<file path="src/htb_pkg.sv">
package htb_pkg;

  // Status codes reported on the end-of-text word
  typedef enum logic [2:0] {
    ST_OK       = 3'd0,
    ST_EMPTY    = 3'd1,
    ST_INVALID  = 3'd2,
    ST_ODD      = 3'd3,
    ST_TOO_LONG = 3'd4
  } status_t;

  // Result word kinds
  localparam logic KIND_DATA   = 1'b0;
  localparam logic KIND_STATUS = 1'b1;

  // Character codes the decoder treats specially
  localparam logic [7:0] CH_SPACE = 8'h20;
  localparam logic [7:0] CH_TAB   = 8'h09;
  localparam logic [7:0] CH_COLON = 8'h3A;
  localparam logic [7:0] CH_DASH  = 8'h2D;
  localparam logic [7:0] CH_UNDER = 8'h5F;
  localparam logic [7:0] CH_LOW_X = 8'h78;
  localparam logic [7:0] CH_UP_X  = 8'h58;
  localparam logic [7:0] CH_ZERO  = 8'h30;
  localparam logic [7:0] CH_NINE  = 8'h39;
  localparam logic [7:0] CH_LOW_A = 8'h61;
  localparam logic [7:0] CH_LOW_F = 8'h66;
  localparam logic [7:0] CH_UP_A  = 8'h41;
  localparam logic [7:0] CH_UP_F  = 8'h46;
  localparam logic [3:0] DIGIT_TEN = 4'd10;

  localparam logic [1:0] POS_SAT = 2'd2;

  // Per-text decoder state
  typedef struct packed {
    logic [3:0]  pending_nibble;
    logic        nibble_waiting;
    logic [1:0]  char_position;
    logic [15:0] decoded_total;
    status_t     error_latched;
  } dec_state_t;

  // One result word
  typedef struct packed {
    logic        result_kind;
    logic [7:0]  byte_value;
    status_t     status_code;
    logic [15:0] byte_count;
  } result_t;

endpackage

</file>
<file path="src/htb_step.sv">
module htb_step (
  input  htb_pkg::dec_state_t st,
  input  logic [7:0]          char_code,
  input  logic                end_of_text,
  input  logic [15:0]         byte_capacity,
  output htb_pkg::dec_state_t st_nxt,
  output logic                res_valid,
  output htb_pkg::result_t    res
);
  import htb_pkg::*;

  logic       is_sep;
  logic       is_dec;
  logic       is_low;
  logic       is_up;
  logic [3:0] digit;
  logic       is_prefix_x;

  // Classify the character
  always_comb begin
    is_sep = (char_code == CH_SPACE) || (char_code == CH_TAB) ||
             (char_code == CH_COLON) || (char_code == CH_DASH) ||
             (char_code == CH_UNDER);
    is_dec = (char_code >= CH_ZERO) && (char_code <= CH_NINE);
    is_low = (char_code >= CH_LOW_A) && (char_code <= CH_LOW_F);
    is_up  = (char_code >= CH_UP_A) && (char_code <= CH_UP_F);
    priority if (is_dec) begin
      digit = 4'(char_code - CH_ZERO);
    end else if (is_low) begin
      digit = 4'(char_code - CH_LOW_A) + DIGIT_TEN;
    end else if (is_up) begin
      digit = 4'(char_code - CH_UP_A) + DIGIT_TEN;
    end else begin
      digit = 4'd0;
    end
    // Second character x after a leading zero drops the prefix
    is_prefix_x = (st.char_position == 2'd1) &&
                  ((char_code == CH_LOW_X) || (char_code == CH_UP_X)) &&
                  st.nibble_waiting && (st.pending_nibble == 4'd0);
  end

  // Next state and result
  always_comb begin
    st_nxt          = st;
    res_valid       = 1'b0;
    res.result_kind = KIND_DATA;
    res.byte_value  = 8'd0;
    res.status_code = ST_OK;
    res.byte_count  = 16'd0;

    if (end_of_text) begin
      res_valid       = 1'b1;
      res.result_kind = KIND_STATUS;
      priority if (st.error_latched != ST_OK) begin
        res.status_code = st.error_latched;
      end else if (st.nibble_waiting) begin
        res.status_code = ST_ODD;
      end else if (st.decoded_total == 16'd0) begin
        res.status_code = ST_EMPTY;
      end else begin
        res.status_code = ST_OK;
        res.byte_count  = st.decoded_total;
      end
      // Clear for the next text
      st_nxt.pending_nibble = 4'd0;
      st_nxt.nibble_waiting = 1'b0;
      st_nxt.char_position  = 2'd0;
      st_nxt.decoded_total  = 16'd0;
      st_nxt.error_latched  = ST_OK;
    end else begin
      if (st.char_position != POS_SAT) begin
        st_nxt.char_position = st.char_position + 2'd1;
      end
      if (st.error_latched == ST_OK) begin
        priority if (is_prefix_x) begin
          st_nxt.nibble_waiting = 1'b0;
        end else if (is_sep) begin
          if (st.nibble_waiting) begin
            st_nxt.error_latched = ST_ODD;
          end
        end else if (!(is_dec || is_low || is_up)) begin
          st_nxt.error_latched = ST_INVALID;
        end else if (!st.nibble_waiting) begin
          st_nxt.pending_nibble = digit;
          st_nxt.nibble_waiting = 1'b1;
        end else if (st.decoded_total >= byte_capacity) begin
          st_nxt.error_latched = ST_TOO_LONG;
        end else begin
          // Complete the pair and emit the byte
          res_valid             = 1'b1;
          res.byte_value        = {st.pending_nibble, digit};
          st_nxt.decoded_total  = st.decoded_total + 16'd1;
          st_nxt.nibble_waiting = 1'b0;
          st_nxt.pending_nibble = 4'd0;
        end
      end
    end
  end

endmodule

</file>
<file path="src/hex_text_to_bytes_decoder.sv">
// Hex text to bytes decoder.
// Input channel: one character per word (in_char_code), with in_end_of_text
// marking the terminator word of a text. A word is taken at a clock edge with
// in_valid high and in_stall low. An optional leading 0x/0X is dropped, and
// space, tab, colon, dash and underscore may separate whole bytes.
// Output channel: a data word (result_kind 0) for each completed digit pair,
// and one status word (result_kind 1) per text carrying status_code and
// byte_count. A word leaves at an edge with out_valid high and out_stall low.
// After the first error the rest of the text yields nothing until the end
// word; the consumer drops any data words of that text.
// A result is registered into the output slot, or into the skid slot while
// the output slot is held. Throughput: one character per cycle while in_stall
// is low; the decode is one pass of logic between state and output registers.
// Stall: a two-word output buffer sits behind the decoder; in_stall rises
// only when both output slots hold words, so one more character is taken
// while a result waits.
// cfg_we/cfg_wdata write byte_capacity (reset 65535), applied from the next
// completed pair. Reset (rst_n low, synchronous) clears the text state and
// both output slots.
module hex_text_to_bytes_decoder (
  input  logic        clk,
  input  logic        rst_n,
  input  logic        in_valid,
  output logic        in_stall,
  input  logic [7:0]  in_char_code,
  input  logic        in_end_of_text,
  output logic        out_valid,
  input  logic        out_stall,
  output logic        out_result_kind,
  output logic [7:0]  out_byte_value,
  output logic [2:0]  out_status_code,
  output logic [15:0] out_byte_count,
  input  logic        cfg_we,
  input  logic [15:0] cfg_wdata
);
  import htb_pkg::*;

  logic [15:0] capacity_r;
  dec_state_t  state_r;
  dec_state_t  state_nxt;
  logic        res_valid;
  result_t     res;
  logic        in_take;
  logic        out_take;

  logic        out_valid_r;
  result_t     out_r;
  logic        skid_valid_r;
  result_t     skid_r;

  assign in_take  = in_valid && !skid_valid_r;
  assign out_take = out_valid_r && !out_stall;
  assign in_stall = skid_valid_r;

  htb_step u_step (
    .st            (state_r),
    .char_code     (in_char_code),
    .end_of_text   (in_end_of_text),
    .byte_capacity (capacity_r),
    .st_nxt        (state_nxt),
    .res_valid     (res_valid),
    .res           (res)
  );

  // Hold the capacity register
  always_ff @(posedge clk) begin
    if (!rst_n) begin
      capacity_r <= 16'hFFFF;
    end else if (cfg_we) begin
      capacity_r <= cfg_wdata;
    end
  end

  // Advance the text state on each accepted word
  always_ff @(posedge clk) begin
    if (!rst_n) begin
      state_r.pending_nibble <= 4'd0;
      state_r.nibble_waiting <= 1'b0;
      state_r.char_position  <= 2'd0;
      state_r.decoded_total  <= 16'd0;
      state_r.error_latched  <= ST_OK;
    end else if (in_take) begin
      state_r <= state_nxt;
    end
  end

  // Output slot and skid slot
  always_ff @(posedge clk) begin
    if (!rst_n) begin
      out_valid_r  <= 1'b0;
      skid_valid_r <= 1'b0;
    end else if (skid_valid_r) begin
      if (out_take) begin
        out_valid_r  <= 1'b1;
        skid_valid_r <= 1'b0;
      end
    end else if (!out_valid_r || out_take) begin
      out_valid_r <= in_take && res_valid;
    end else if (in_take && res_valid) begin
      skid_valid_r <= 1'b1;
    end
  end

  // Payload moves without reset
  always_ff @(posedge clk) begin
    if (skid_valid_r) begin
      if (out_take) begin
        out_r <= skid_r;
      end
    end else if (!out_valid_r || out_take) begin
      if (in_take && res_valid) begin
        out_r <= res;
      end
    end else if (in_take && res_valid) begin
      skid_r <= res;
    end
  end

  assign out_valid       = out_valid_r;
  assign out_result_kind = out_r.result_kind;
  assign out_byte_value  = out_r.byte_value;
  assign out_status_code = out_r.status_code;
  assign out_byte_count  = out_r.byte_count;

endmodule

</file>
<file path="config.mk">
export PLATFORM = sky130hd
export DESIGN_NAME = hex_text_to_bytes_decoder
export DESIGN_NICKNAME = d
export VERILOG_FILES = /design/src/htb_pkg.sv /design/src/htb_step.sv /design/src/hex_text_to_bytes_decoder.sv
export SDC_FILE = /design/constraint.sdc
export NUM_CORES = 1
export LEC_CHECK = 0
export BUFFER_PORTS_ARGS = -buffer_cell sky130_fd_sc_hd__buf_2
export CAP_MARGIN = 15
export CORE_UTILIZATION = 58
export DETAILED_ROUTE_END_ITERATION = 7
export PLACE_DENSITY = 0.79
export SYNTH_ARGS = -nofsm -noshare
export SYNTH_HDL_FRONTEND = slang
export SYNTH_SLANG_ARGS = --single-unit
</file>
<file path="constraint.sdc">
create_clock -name clk -period 5.35 [get_ports clk]
set_input_delay 0.535 -clock clk [delete_from_list [all_inputs] [get_ports clk]]
set_output_delay 0.535 -clock clk [all_outputs]
set_load 0.01 [all_outputs]
</file>
==> impl_metrics.yaml, run 1 <==
run_status:
  status: "finished, final reports clean"
sta:
  finClkSkew_ns: 0.00869
  rsz0062_at_grt: "false"
  relSlewSlack: 0.542
  setup_violations: 0
  drv_slew: 0
  period_minus_slack_ns: 2.98
  hold_viol: 0
  clock.fmax_mhz: 336
  timing.final.crit_share: 0.556
  setup_tns_ns: 0
  worst_slew_pin_slew_ns: 0.687
  setup_slack_ns: 2.37
  holdWs_ns: 0.380
grt:
  grt_util_all_layers: 0.239
  grt_pass1_wl_mm: 16.6
  grt_max_degree: 44
  grt.overflow.total: 0
  antenna_found_initial: 0
  grt_pass1_vias: 3412
logic_synthesis:
  yosysWarnings: 0
  ys.flop_type: "edfxtp_1"
  syn_area_per_cell_um2: 10.5
  synth_top_cell_area_share: 0.340
  yosysSeqAreaShare: 0.518
  yosys.area.top_type: "edfxtp_1"
  synth_cell_types: 57
  async_flop_share: 0
  synthTopCellsByArea: "edfxtp_1, dfxtp_1, ha_1, mux2_2, nand2_1"
  synth.most_common_cell: "edfxtp_1"
  synth_edf_count: 56
  ys_top_cells_by_count: "edfxtp_1, nand2_1, dfxtp_1"
  ys_ff_latch: 100
  synth_fp_nets: 525
  netlist_area_um2: 4950
  synth_cells: 471
finish:
  stdcell_area_um2: 5500
  drive_gt1_frac: 0.208
  num_antenna_cells: 0
  nets: 574
  syn2layout_area_growth_pct: 11.2
setup_path:
  critPathArrivalTime_ns: 3.14
  required_ns: 5.52
  startpoint_type: "flip-flop"
  end_kind: "flip-flop"
  worstRegToRegCells: 8
  criticalPathCategory: "reg2reg"
  path_max_fanout: 16
detailed_routing:
  routed_via_density: 5.86
  postRouteAntennaNets: 0
  wirelength_mm: 9.63
  drtPass1Iterations: 4
  post-route-drc-count: 0
  wl_per_cell_um: 15.3
  drt_iter0_drc: 208
  vias: 3692
min_path:
  holdPathStages: 3
  min_path_type: "in2reg"
power:
  combPwrFrac: 0.088
  max-vdd-ir-drop_mv: 0.130
  clock_power_share: 0.324
  switching_share: 0.252
  p_per_area_nw_per_um2: 259
  p_sw_uw: 360
  p_leak_nw: 2.23
  pwr-share-seq: 0.587
  intPower_mw: 1.07
clock_network:
  post-cts-setup-buffers: 0
  insertion_delay_ns: 0.36
  h-tree-depth: 3
  hold_buffers: 0
  numCtsBuffers: 9
  cts_root_buffer: "clkbuf_8"
  ctsResizeCount: 0
  cts_tree: "built"
  cts_buffer_depth: 2
  clk_pin_slew_worst_paths_ns: 0.10
  cts.sinks: 100
place:
  placed_area_um2: 5300
  dp_slack_ns: 1.89
  hpwl_mm: 6.82
  globalplace.congestion: 0.874
  port_buffers: 59
floorplanning:
  die_h_um: 94.4
  io_pins: 60
  core-area_um2: 8220
  rows: 33
  die_area_um2: 8910
  die_width_um: 94.4
  start_util: 0.602
run:
  cap_viol_max_count: 0
==> worst max-delay path, cell delays in order (launching register included) <==
cell and delay [ns]:
dfxtp_1 0.47, ha_1 0.31, a21oi_1 0.17, nand2_1 0.07, a221oi_1 0.48, o21ai_0 0.35
nor2_1 0.19, nand2_1 0.35, o31ai_1 0.40
==> metal layers <==
layer	track usage	wire length, um	up-vias	share of wire
met4	0.0808	181	0	0.019
met1	0.349	4610	1735	0.48
met3	0.0370	445	17	0.046
met2	0.362	4390	104	0.46
li1	-	-	1836	-
met5	0	0	-	0
==> cell families (layout without fill, tap and decap cells) <==
group,count (synthesis),in the layout,share of synthesized area
AND/OR/NAND/NOR,160,160,0.176
AO/OA/AOI/OAI,104,104,0.145
flip-flops,100,100,0.518
buffers and inverters,58,112,0.0463
adder cells (fa/ha/maj),24,24,0.0607
multiplexers,20,20,0.0450
XOR/XNOR,5,5,0.00885
==> area by class of cell <==
class | instances | area (um2)
inverter | 33 | 124
clock buffer | 10 | 138
multi-input combinational | 313 | 2160
sequential | 100 | 2560
tap | 105 | 131
fill | 635 | 2720
clock inverter | 6 | 53.8
timing repair buffer | 63 | 329
==> stage by stage <==
step | power (mW) | utilization | instances
floorplan | 0.938 | - | 471
global placement | 0.974 | 0.645 | 613
detailed placement | 0.980 | 0.645 | 613
CTS | 1.43 | 0.668 | 629
global route | 1.48 | 0.670 | 630
finish | 1.43 | 0.670 | 630
==> worst paths after layout <==
| kind | from | end | slack, ns |
|---|---|---|---|
| max | state_r[17]$_SDFFE_PN0P_ | out_byte_value[5]$_DFFE_PP_ | 2.37 |
| min | cfg_wdata[11] | capacity_r[11]$_SDFFE_PN1P_ | 0.38 |
| max reg2reg | state_r[17]$_SDFFE_PN0P_ | out_byte_value[5]$_DFFE_PP_ | 2.37 |
| min reg2reg | capacity_r[2]$_SDFFE_PN1P_ | capacity_r[2]$_SDFFE_PN1P_ | 0.49 |
==> layout by cell type (no fill, tap or decap), types with 2 or more instances in the layout <==
cell type | netlist | layout
a21boi_0 | 4 | 3
a21boi_2 | 1 | 2
a21o_1 | 3 | 3
a21oi_1 | 24 | 24
a31oi_1 | 5 | 5
a32oi_1 | 4 | 4
and2_1 | 17 | 17
and2b_1 | 2 | 2
and3_1 | 6 | 6
and4_1 | 2 | 2
and4b_1 | 2 | 2
and4bb_1 | 2 | 2
buf_2 | 3 | 59
buf_4 | 0 | 3
clkbuf_8 | 0 | 10
clkinv_4 | 0 | 2
dfxtp_1 | 44 | 44
edfxtp_1 | 56 | 56
ha_1 | 24 | 24
inv_1 | 33 | 33
inv_6 | 0 | 2
mux2_2 | 18 | 18
mux2i_1 | 2 | 2
nand2_1 | 46 | 46
nand2b_1 | 3 | 3
nand3_1 | 12 | 12
nand4_1 | 5 | 5
nor2_1 | 21 | 20
nor2b_1 | 6 | 6
nor3_1 | 4 | 4
nor4_1 | 6 | 6
nor4b_1 | 3 | 3
o211ai_1 | 18 | 18
o21ai_0 | 13 | 13
o31ai_1 | 17 | 17
or2_2 | 3 | 3
or3_1 | 8 | 8
or4_1 | 7 | 7
xnor2_1 | 5 | 5
==> state kept, by name (all words and copies together), names as in the netlist <==
| signal | flops |
|---|---|
| capacity_r | 16 |
| out_valid | 1 |
| state_r | 26 |
| skid_r | 28 |
| out_byte_count | 16 |
| out_result_kind | 1 |
| out_byte_value | 8 |
| in_stall | 1 |
| out_status_code | 3 |
==> power by group through the flow <==
stage	Sequential (mW)	Clock, mW	Combinational (mW)
2_1_floorplan	0.860	0	0.0779
3_3_place_gp	0.854	0	0.119
3_5_place_dp	0.856	0	0.124
4_1_cts	0.838	0.467	0.125
5_1_grt	0.841	0.501	0.143
6_report	0.838	0.463	0.126
(Power assumes the default switching activity.)
==> run 2: changes to the inputs <==
--- a/config.mk
+++ b/config.mk
@@ -7,9 +7,9 @@
 export LEC_CHECK = 0
 export BUFFER_PORTS_ARGS = -buffer_cell sky130_fd_sc_hd__buf_2
 export CAP_MARGIN = 15
-export CORE_UTILIZATION = 58
+export CORE_UTILIZATION = 53
 export DETAILED_ROUTE_END_ITERATION = 7
-export PLACE_DENSITY = 0.79
+export PLACE_DENSITY = 0.76
 export SYNTH_ARGS = -nofsm -noshare
 export SYNTH_HDL_FRONTEND = slang
 export SYNTH_SLANG_ARGS = --single-unit
==> constraint.sdc (replaced) <==
create_clock -name clk -period 2.7 [get_ports clk]
set_input_delay 0.27 -clock clk [delete_from_list [all_inputs] [get_ports clk]]
set_output_delay 0.27 -clock clk [all_outputs]
set_load 0.01 [all_outputs]
==> impl_metrics.yaml, run 2 (same netlist as run 1, synthesis figures left out) <==
clock_network:
  numCtsBuffers: 9
  post-cts-setup-buffers: 0
  insertion_delay_ns: 0.35
  clk_pin_slew_worst_paths_ns: 0.11
  cts_tree: "built"
  cts_buffer_depth: 2
  h-tree-depth: 3
  cts_root_buffer: "clkbuf_8"
  cts.sinks: 100
  hold_buffers: 0
finish:
  final_cells: 645
  seqCellArea_um2: 2560
  final.fill_count: 706
  mostFrequentLayoutCells: "buf_2, edfxtp_1, nand2_1"
  largestRegisters: "skid_r x28, state_r x26"
  stdcell_area_um2: 5640
  nets: 586
  syn2layout_area_growth_pct: 14.0
  fin_util: 0.634
  multi_input_area_um2: 2180
  top_register: "skid_r"
  final_common_cell: "buf_2"
  num_antenna_cells: 0
  largest_reg_flops: 28
  drive_gt1_frac: 0.227
place:
  placed_cells: 629
  port_buffers: 59
  globalplace.congestion: 0.864
  hpwl_mm: 6.87
  placed_area_um2: 5450
  dp_slack_ns: 0.156
setup_path:
  required_ns: 2.97
  criticalPathCategory: "reg2reg"
  ff2ff_setup_slack_ns: 0.25
  critPathArrivalTime_ns: 2.72
  startpoint_type: "flip-flop"
  end_kind: "flip-flop"
  path_max_fanout: 33
sta:
  timing.final.crit_share: 0.907
  period_minus_slack_ns: 2.45
  setup_slack_ns: 0.251
  setup_violations: 0
  clock.fmax_mhz: 408
  drv_slew: 0
  finClkSkew_ns: 0.0162
  worst_slew_pin_slew_ns: 0.642
  setup_tns_ns: 0
  relSlewSlack: 0.569
  hold_viol: 0
  holdWs_ns: 0.120
  rsz0062_at_grt: "false"
grt:
  grt.overflow.total: 0
  grt_max_degree: 44
  antenna_found_initial: 0
  grt_pass1_vias: 3355
  grt_pass1_wl_mm: 16.3
  grt_util_all_layers: 0.209
power:
  p_per_area_nw_per_um2: 497
  p_leak_nw: 2.29
  power_mw: 2.80
  max-vdd-ir-drop_mv: 0.302
detailed_routing:
  wirelength_mm: 9.47
  vias: 3691
  wl_per_cell_um: 14.7
  drt_iter0_drc: 250
  post-route-drc-count: 0
  drtPass1Iterations: 5
  postRouteAntennaNets: 0
  routed_via_density: 5.72
floorplanning:
  rows: 34
  die_area_um2: 9730
  io_pins: 60
  die_width_um: 98.6
  core-area_um2: 8890
  start_util: 0.557
  die_h_um: 98.6
min_path:
  min_path_type: "in2reg"
run:
  cap_viol_max_count: 0
run_status:
  status: "finished, final reports clean"
## run 2: cell types whose count changed in the layout (fill, tap and decap cells not counted), sizes merged
cell	delta
buf	+12
## run 2: path summary, 6_finish.rpt
check | cells after the start | end | from
setup / recovery | 8 | state_r[8]$_SDFFE_PN0P_ | state_r[15]$_SDFFE_PN0P_
hold / removal | 3 | capacity_r[11]$_SDFFE_PN1P_ | cfg_wdata[11]
setup reg to reg | 8 | state_r[8]$_SDFFE_PN0P_ | state_r[15]$_SDFFE_PN0P_
hold reg to reg | 2 | capacity_r[12]$_SDFFE_PN1P_ | capacity_r[12]$_SDFFE_PN1P_
## run 2: what timing repair did
| action | in CTS | in global routing |
|---|---|---|
| endpoints found under the setup margin | 0 | 20 |
| gates resized for setup | 0 | 2 |
| hold endpoints to repair | 0 | 0 |
## run 2: routing by layer
| metal | wire length [um] | global-route usage | up-vias |
|---|---|---|---|
| met3 | 324 | 0.0255 | 6 |
| met2 | 4180 | 0.311 | 85 |
| met4 | 63 | 0.0712 | 0 |
| li1 | - | - | 1868 |
| met1 | 4910 | 0.316 | 1732 |
| met5 | 0 | 0 | - |
## run 2: area by class of cell
| cell class | count | area share |
|---|---|---|
| clock buffer | 10 | 0.0226 |
| clock inverter | 6 | 0.00954 |
| inverter | 33 | 0.0220 |
| multi-input combinational | 313 | 0.387 |
| sequential | 100 | 0.454 |
| tap | 108 | 0.0240 |
| timing repair buffer | 75 | 0.0803 |
## run 2: critical path: stages (launching register included)
cell,delay [ns]
dfxtp_1,0.48
ha_1,0.29
and4_1,0.20
a221oi_2,0.27
o211a_1,0.21
a21oi_2,0.07
buf_12,0.18
or4_1,0.50
a21oi_1,0.15
## run 2: report_power, final
group	switching (mW)	internal (mW)	total, mW
Sequential	0.0142	1.65	1.66
Combinational	0.161	0.102	0.263
Clock	0.529	0.352	0.881
Total	0.704	2.10	2.80
==> run 3: changes to the inputs <==
--- a/config.mk
+++ b/config.mk
@@ -9,7 +9,7 @@
 export CAP_MARGIN = 15
 export CORE_UTILIZATION = 53
 export DETAILED_ROUTE_END_ITERATION = 7
-export PLACE_DENSITY = 0.76
+export PLACE_DENSITY = 0.81
 export SYNTH_ARGS = -nofsm -noshare
 export SYNTH_HDL_FRONTEND = slang
 export SYNTH_SLANG_ARGS = --single-unit
==> impl_metrics.yaml, run 3 (same netlist as run 1, synthesis figures left out) <==
sta:
  rsz0062_at_grt: "false"
  setup_tns_ns: 0
  timing.final.crit_share: 0.912
  setup_violations: 0
  relSlewSlack: 0.570
  clock.fmax_mhz: 406
  worst_slew_pin_slew_ns: 0.641
  period_minus_slack_ns: 2.46
  finClkSkew_ns: 0.0137
  hold_viol: 0
  drv_slew: 0
finish:
  final.fill_count: 690
  stdcell_area_um2: 5640
  mostFrequentLayoutCells: "buf_2, edfxtp_1, nand2_1"
  final_common_cell: "buf_2"
  drive_gt1_frac: 0.223
  largestRegisters: "skid_r x28, state_r x26"
  nets: 582
  largest_reg_flops: 28
  syn2layout_area_growth_pct: 14.0
  num_antenna_cells: 0
  top_register: "skid_r"
detailed_routing:
  routed_via_density: 5.82
  post-route-drc-count: 0
  postRouteAntennaNets: 0
  wirelength_mm: 9.67
  vias: 3729
  drtPass1Iterations: 5
  drt_iter0_drc: 312
  wl_per_cell_um: 15.1
grt:
  grt_pass1_wl_mm: 16.2
  antenna_found_initial: 0
  grt_pass1_vias: 3405
  grt_util_all_layers: 0.210
  grt.met3_usage: 0.0333
  grt_use_met2: 0.327
  grt_max_degree: 44
  met1_usage: 0.294
  grt.overflow.total: 0
  grt_busiest_layer: "met2"
setup_path:
  path_max_fanout: 33
  startpoint_type: "flip-flop"
  criticalPathCategory: "reg2reg"
  worstRegToRegCells: 9
  end_kind: "flip-flop"
  worstReg2RegEnd: "state_r[14]$_SDFFE_PN0P_"
  critPathArrivalTime_ns: 2.74
  required_ns: 2.98
  r2r_start: "state_r[17]$_SDFFE_PN0P_"
  ff2ff_setup_slack_ns: 0.24
power:
  switching_share: 0.242
  p_sw_uw: 709
  p_leak_nw: 2.29
  p_per_area_nw_per_um2: 519
  intPower_mw: 2.22
  max-vdd-ir-drop_mv: 0.227
  clock_power_share: 0.343
  combPwrFrac: 0.090
  pwr-share-seq: 0.567
min_path:
  holdPathStages: 3
  min_path_type: "in2reg"
  worstHoldEndpoint: "capacity_r[15]$_SDFFE_PN1P_"
  worstHoldStart: "cfg_wdata[15]"
floorplanning:
  start_util: 0.557
  die_area_um2: 9730
  die_h_um: 98.6
  core-area_um2: 8890
  rows: 34
  die_width_um: 98.6
  io_pins: 60
clock_network:
  cts_tree: "built"
  cts.sinks: 100
  cts_buffer_depth: 2
  h-tree-depth: 3
  numCtsBuffers: 9
  insertion_delay_ns: 0.36
  cts_root_buffer: "clkbuf_8"
  clk_pin_slew_worst_paths_ns: 0.09
run_status:
  status: "finished, final reports clean"
place:
  placed_area_um2: 5420
  hpwl_mm: 6.96
  globalplace.congestion: 0.893
  port_buffers: 59
run:
  cap_viol_max_count: 0
==> run 3: repair_timing <==
action,CTS,global route
resized for setup,0,3
buffers inserted,0,0
setup endpoints to repair,0,5
hold buffers,0,0
==> run 3: per-stage QoR <==
step | util | std cells | power [mW] | hold slack, ns | setup WS (ns)
after floorplan | - | 471 | 1.86 | 0.369 | 0.0348
after global placement | 0.610 | 625 | 1.95 | 0.478 | 0.241
after detailed placement | 0.610 | 625 | 1.96 | 0.483 | 0.116
after CTS | 0.634 | 641 | 2.95 | 0.114 | 0.149
after global routing | 0.635 | 641 | 3.05 | 0.118 | 0.0562
final | 0.635 | 641 | 2.93 | 0.124 | 0.238
==> run 3: how the worst max path moves through the flow <==
stage	start	endpoint	slack [ns]	cells past startpoint
after detailed placement	in_char_code[0]	state_r[14]$_SDFFE_PN0P_	0.12	11
after global routing	state_r[17]$_SDFFE_PN0P_	state_r[10]$_SDFFE_PN0P_	0.06	9
after CTS	state_r[16]$_SDFFE_PN0P_	state_r[14]$_SDFFE_PN0P_	0.15	8
after floorplan	capacity_r[14]$_SDFFE_PN1P_	out_byte_count[0]$_DFFE_PP_	0.03	10
after global placement	in_char_code[0]	state_r[14]$_SDFFE_PN0P_	0.24	11
final	state_r[17]$_SDFFE_PN0P_	state_r[14]$_SDFFE_PN0P_	0.24	9
==> run 3: layout make-up <==
type,instances,area [um2],area share
flip-flops and latches,100,2560,0.454
repair buffers,71,423,0.0750
inverters,33,124,0.0220
clock buffers,10,138,0.0244
multi-input cells,313,2180,0.387
well taps,108,135,0.0240
clock inverters,6,76.3,0.0135
==> run 3: power groups by stage <==
stage | clock network (mW) | logic, mW | registers [mW]
detailed placement | 0 | 0.263 | 1.70
global route | 1.09 | 0.293 | 1.67
finish | 1.01 | 0.264 | 1.66
CTS | 1.02 | 0.264 | 1.66
global placement | 0 | 0.253 | 1.69
floorplan | 0 | 0.159 | 1.71
==> run 3: critical path: stages (launching register included) <==
cell and delay [ns]:
dfxtp_1 0.44, ha_1 0.29, a21oi_1 0.15, nand2_1 0.08, a221oi_2 0.30, o211a_1 0.20
a21oi_2 0.07, buf_12 0.18, or4_1 0.52, a21oi_1 0.15
==> run 3: per-layer routing <==
layer | vias up | routed length [um]
li1 | 1844 | -
met1 | 1750 | 4590
met2 | 116 | 4330
met3 | 19 | 513
met4 | 0 | 238
met5 | - | 0
